**config.mk**
```make
export PLATFORM = sky130hd
export DESIGN_NAME = gbt_divider
export DESIGN_NICKNAME = d
export VERILOG_FILES = /design/src/hdl/grid_bbox_tile_binner_unit_assert.svh /design/src/hdl/gbt_pkg.sv /design/src/hdl/gbt_divider.sv
export SDC_FILE = /design/constraint.sdc
export NUM_CORES = 1
export LEC_CHECK = 0
export ABC_AREA = 1
export BUFFER_PORTS_ARGS = -buffer_cell sky130_fd_sc_hd__clkbuf_2
export CAP_MARGIN = 20
export CORE_ASPECT_RATIO = 1.25
export CORE_UTILIZATION = 58
export CTS_CLUSTER_SIZE = 16
export DETAILED_ROUTE_END_ITERATION = 10
export GPL_TIMING_DRIVEN = 0
export PLACE_DENSITY = 0.82
export SLEW_MARGIN = 20
export SYNTH_ARGS = -nofsm -noshare
export SYNTH_HDL_FRONTEND = slang
export SYNTH_SLANG_ARGS = --single-unit
```
**constraint.sdc**
```tcl
create_clock -name clk -period 3.05 [get_ports clk]
set_clock_uncertainty 0.15 [all_clocks]
set_input_delay 0.61 -clock clk [delete_from_list [all_inputs] [get_ports clk]]
set_output_delay 0.61 -clock clk [all_outputs]
set_load 0.02 [all_outputs]
```
**src/hdl/grid_bbox_tile_binner_unit_assert.svh**
```systemverilog
// Assertion macros for the tile binner.
// Included by the top level; needs clk and arst_n in scope.
`ifndef GRID_BBOX_TILE_BINNER_UNIT_ASSERT_SVH
`define GRID_BBOX_TILE_BINNER_UNIT_ASSERT_SVH
// implication checked on every clock edge outside reset
`define GBT_ASSERT_IMPL(label, ante, cons, msg) \
	label: assert property (@(posedge clk) disable iff (!arst_n) (ante) |-> (cons)) \
		else $error(msg);
// implication checked in the cycle after the antecedent
`define GBT_ASSERT_NEXT(label, ante, cons, msg) \
	label: assert property (@(posedge clk) disable iff (!arst_n) (ante) |=> (cons)) \
		else $error(msg);
`endif

```
**src/hdl/gbt_pkg.sv**
```systemverilog
// Package for the tile binner: payload structs, sizes, register indexes.
// No dependencies.
`default_nettype none
package gbt_pkg;
	localparam int MaxRowsDef = 16;
	localparam int MaxColsDef = 16;

	localparam logic [2:0] RegOriginX = 3'd0;
	localparam logic [2:0] RegOriginY = 3'd1;
	localparam logic [2:0] RegCellW   = 3'd2;
	localparam logic [2:0] RegCellH   = 3'd3;
	localparam logic [2:0] RegRows    = 3'd4;
	localparam logic [2:0] RegCols    = 3'd5;

	typedef struct packed {
		logic signed [31:0] box_xmin;
		logic signed [31:0] box_ymin;
		logic signed [31:0] box_xmax;
		logic signed [31:0] box_ymax;
		logic               empty_object;
	} in_item_t;

	typedef struct packed {
		logic [8:0]  cell_index;
		logic        is_global;
		logic [31:0] cell_count;
	} out_item_t;

	// request into the division unit
	typedef struct packed {
		logic        start;
		logic [32:0] dividend;
		logic [30:0] divisor;
	} div_req_t;

	typedef struct packed {
		logic        done;
		logic [32:0] quot;
	} div_rsp_t;
endpackage
`default_nettype wire

```
**src/hdl/gbt_divider.sv**
```systemverilog
// Restoring divider for the tile binner: one quotient bit a cycle, unsigned.
// Depends on gbt_pkg.
`default_nettype none
module gbt_divider (
	input  wire logic              clk,
	input  wire logic              arst_n,
	input  wire gbt_pkg::div_req_t req,
	output gbt_pkg::div_rsp_t      rsp
);
	import gbt_pkg::*;

	logic [32:0] quot_q;
	logic [31:0] rem_q;
	logic [5:0]  cnt_q;
	logic        busy_q;
	logic        done_q;
	logic [31:0] trial;
	logic [32:0] diff;

	// shift in next dividend bit and try to subtract
	always_comb begin
		trial = {rem_q[30:0], quot_q[32]};
		diff  = {1'b0, trial} - {2'b00, req.divisor};
	end

	always_ff @(posedge clk or negedge arst_n) begin
		if (!arst_n) begin
			busy_q <= 1'b0;
			done_q <= 1'b0;
			cnt_q  <= '0;
		end else begin
			done_q <= 1'b0;
			if (req.start) begin
				busy_q <= 1'b1;
				cnt_q  <= 6'd33;
			end else if (busy_q) begin
				cnt_q <= cnt_q - 6'd1;
				if (cnt_q == 6'd1) begin
					busy_q <= 1'b0;
					done_q <= 1'b1;
				end
			end
		end
	end

	always_ff @(posedge clk) begin
		if (req.start) begin
			quot_q <= req.dividend;
			rem_q  <= '0;
		end else if (busy_q) begin
			if (!diff[32]) begin
				rem_q  <= diff[31:0];
				quot_q <= {quot_q[31:0], 1'b1};
			end else begin
				rem_q  <= trial;
				quot_q <= {quot_q[31:0], 1'b0};
			end
		end
	end

	assign rsp.done = done_q;
	assign rsp.quot = quot_q;
endmodule
`default_nettype wire

```
==> key figures <==
Final layout
  – Synthesis-to-layout area growth: 16.9%
  – Layout cells sized above 1: 0.138
  – Most common cell after layout, fill and taps aside: nand2_1
  – Non-filler cells, final: 1195
  – Post-Route Utilization: 0.705
  – Most frequent cells in the layout: nand2_1, inv_1, clkbuf_2
  – Fin nets: approximately 1200
  – Diodes inserted: 0

Place
  – I/O Buffers: 99
  – Dpl hpwl: between 10000 and 15000 µm
  – Placer Congestion: 0.901
  – Dpl cells: 1178

Routing
  – Antenna viol nets, final: 0
  – DR pass1 iterations: 5
  – Drt first-iter violations: just under 400
  – Total Wirelength: 15000 µm
  – Vias per inst: 4.98
  – DRC viols: 0
  – DR WL/cell: 12.6 µm
  – Vias: roughly 6000

Synthesis
  – Synth top area cells: nand2_1, edfxtp_1, inv_1
  – Post-Synthesis Cell Area: approximately 6000 µm²
  – Seq/Total Area, Yosys: 0.309
  – Post-synth EDFFs: 33
  – Yosys top cell by area: nand2_1
  – Synth warn: 0
  – Synth cell types: 36
  – Post-Syn Nets: about 1100
  – Synthesized instance count: around 950
  – Most used flip-flop cell after synthesis: edfxtp_1
  – Post-synth ARST share: 0.111
  – Syn avg cell area: 6.15 µm²
  – Seq cells post-synth: 72
  – Post-synth top area share: 0.259

Die
  – Initial Utilization: 0.603
  – I/O pins: about 100
  – Std-Cell Rows: 40
  – Total Die Area: around 11000 µm²
  – Die W: 91.9 µm
  – Core footprint: slightly below 10000 µm²
  – Die height: about 110 µm

Pwr
  – Max VDD drop: 0.580 mV
  – Static leakage: 4.10 nW
  – Pwr Density: 866 nW/µm²

Critical path
  – Worst flop-to-flop path startpoint: quot_q[32]
  – Flop-to-flop setup slack: 340 ps
  – Worst-case reg-to-reg path depth: 16
  – Worst setup SP type: register
  – Crit. End Element: register
  – WP data required: 3140 ps
  – Worst path arrival time: 2800 ps
  – Setup CP Type: register to register
  – CP max FO: 10
  – FF-to-FF End: rem_q[15]

Timing
  – Final hold viol count: 0
  – Final worst path period need: 2710 ps
  – Count of final setup violators: 0
  – Hold_ws: roughly 320 ps
  – Fmax: between 300 and 400 MHz
  – Slew @ Worst Pin: 669 ps
  – Relative slew slack: 0.554
  – RSZ-0062 raised after global routing: false
  – Final worst path period share: 0.887
  – Max-slew violations: 0

CTS
  – Worst-skew pair later-pin latency: 340 ps
  – Clock slew at reported path FFs: about 60 ps
  – Clock Tree Buf Depth: 2
  – Clock sink count: 72
  – CTS tree: yes
  – # Post-CTS Setup Buffers: 0
  – CTS root buf: clkbuf_16
  – H-Tree Depth: 3
  – Num CTS Buffers: 9
  – CTS-repair resized insts: 0

Min path
  – Worst hold path type: register to register
  – Hold Path End: rem_q[26]
  – Hold path cells: 2
  – Hold Path Origin: rem_q[26]

Run
  – Max cap viols: 0

Global route
  – GR Overflow Total: 0
  – GRT Total Usage: 0.298
  – Largest net degree at the start of global routing: 27
  – Number of global-route vias before repair: 5401
  – Global-route wire length before repair: around 25000 µm
  – Initial antenna violation count: 0

Run status
  – Outcome: completed
==> cell families after synthesis <==
group | count (synthesis) | synth area share
AND/OR/NAND/NOR | 574 | 0.413
buffers and inverters | 218 | 0.147
flip-flops | 72 | 0.309
AO/OA/AOI/OAI | 43 | 0.0402
adder cells (fa/ha/maj) | 34 | 0.0739
XOR/XNOR | 11 | 0.0165
==> where the power goes <==
group	switching (mW)	leakage [nW]	internal [mW]
combinational	2.12	3.25	1.23
sequential	0.212	0.714	1.30
clock	0.428	0.138	0.632
total	2.76	4.10	3.17
==> flip-flops by register name, summed over array words and instances (netlist names) <==
| signal | cells |
|---|---|
| cnt_q | 6 |
| quot_q | 33 |
| done_q | 1 |
| rem_q | 31 |
| busy_q | 1 |
==> Yosys cell counts (2+ instances only) <==
master    count
nand2_1     404
nor2_2        3
xor2_1        2
buf_2         6
a21oi_1      18
clkbuf_1     10
edfxtp_1     33
xnor2_1       9
inv_2         2
o21ai_0       5
dfxtp_1      31
nor2_1       43
buf_4         2
o21ai_1      15
nand3_1      84
ha_1         33
nor3_1        4
nor3_2        2
nand2_2       3
nand4_1       5
dfrtp_1       8
nand3b_1     19
nand2_4       2
and2_4        2
buf_6         4
inv_1       193
==> worst max-delay path by stage <==
stage | startpoint | end | slack [ps] | cells past startpoint
6_report | quot_q[32] | rem_q[15] | 340 | 16
5_1_grt | quot_q[32] | rem_q[15] | 180 | 16
4_1_cts | quot_q[32] | rem_q[15] | 360 | 16
3_5_place_dp | req[0] | rem_q[15] | 110 | 16
3_3_place_gp | req[64] | quot_q[26] | -410 | 4
2_1_floorplan | req[64] | quot_q[0] | 290 | 4
==> worst max-delay path: stages (launching register included) <==
cell and delay [ps]:
edfxtp_1 380, inv_1 80, ha_1 210, fa_1 420
inv_1 130, nand2_1 80, nand2_1 70, nand3b_1 70
nand2_1 130, nand2_1 100, nand2_2 100, nand2_4 90
nand2_4 100, buf_6 170, nand3_1 170, nand3_1 110
nand2_1 50
==> per-layer routing <==
| layer | share of wire | global-route usage | up-vias |
|---|---|---|---|
| met2 | 0.47 | 0.512 | 211 |
| met4 | 0.024 | 0.102 | 0 |
| li1 | - | - | 3122 |
| met1 | 0.44 | 0.380 | 2590 |
| met3 | 0.062 | 0.0491 | 32 |
| met5 | 0 | 0 | - |
==> cell type report <==
class / count / area (µm²)
Multi-Input combinational cell: 662 / 3180
Fill cell: 891 / 2870
Sequential cell: 72 / 1810
Inverter: 195 / 732
Timing Repair Buffer: 101 / 533
Clock buffer: 9 / 225
Tap cell: 126 / 158
Buffer: 23 / 133
Clock inverter: 7 / 71.3
==> stage by stage <==
step           setup TNS (ps)  area [µm²]  power, mW  setup WS, ps
2_1_floorplan               0        5860       4.00           288
3_3_place_gp           -15850        6510       4.73          -411
3_5_place_dp                0        6540       4.79           108
4_1_cts                     0        6840       5.88           357
5_1_grt                     0        6840       6.41           179
6_report                    0        6840       5.92           343
==> timing repair <==
item                                   4_1_cts  5_1_grt
hold buffers                                 1        0
endpoints found under the hold margin        8        0
setup endpoints to repair                    0        0
(Power assumes the default switching activity.)
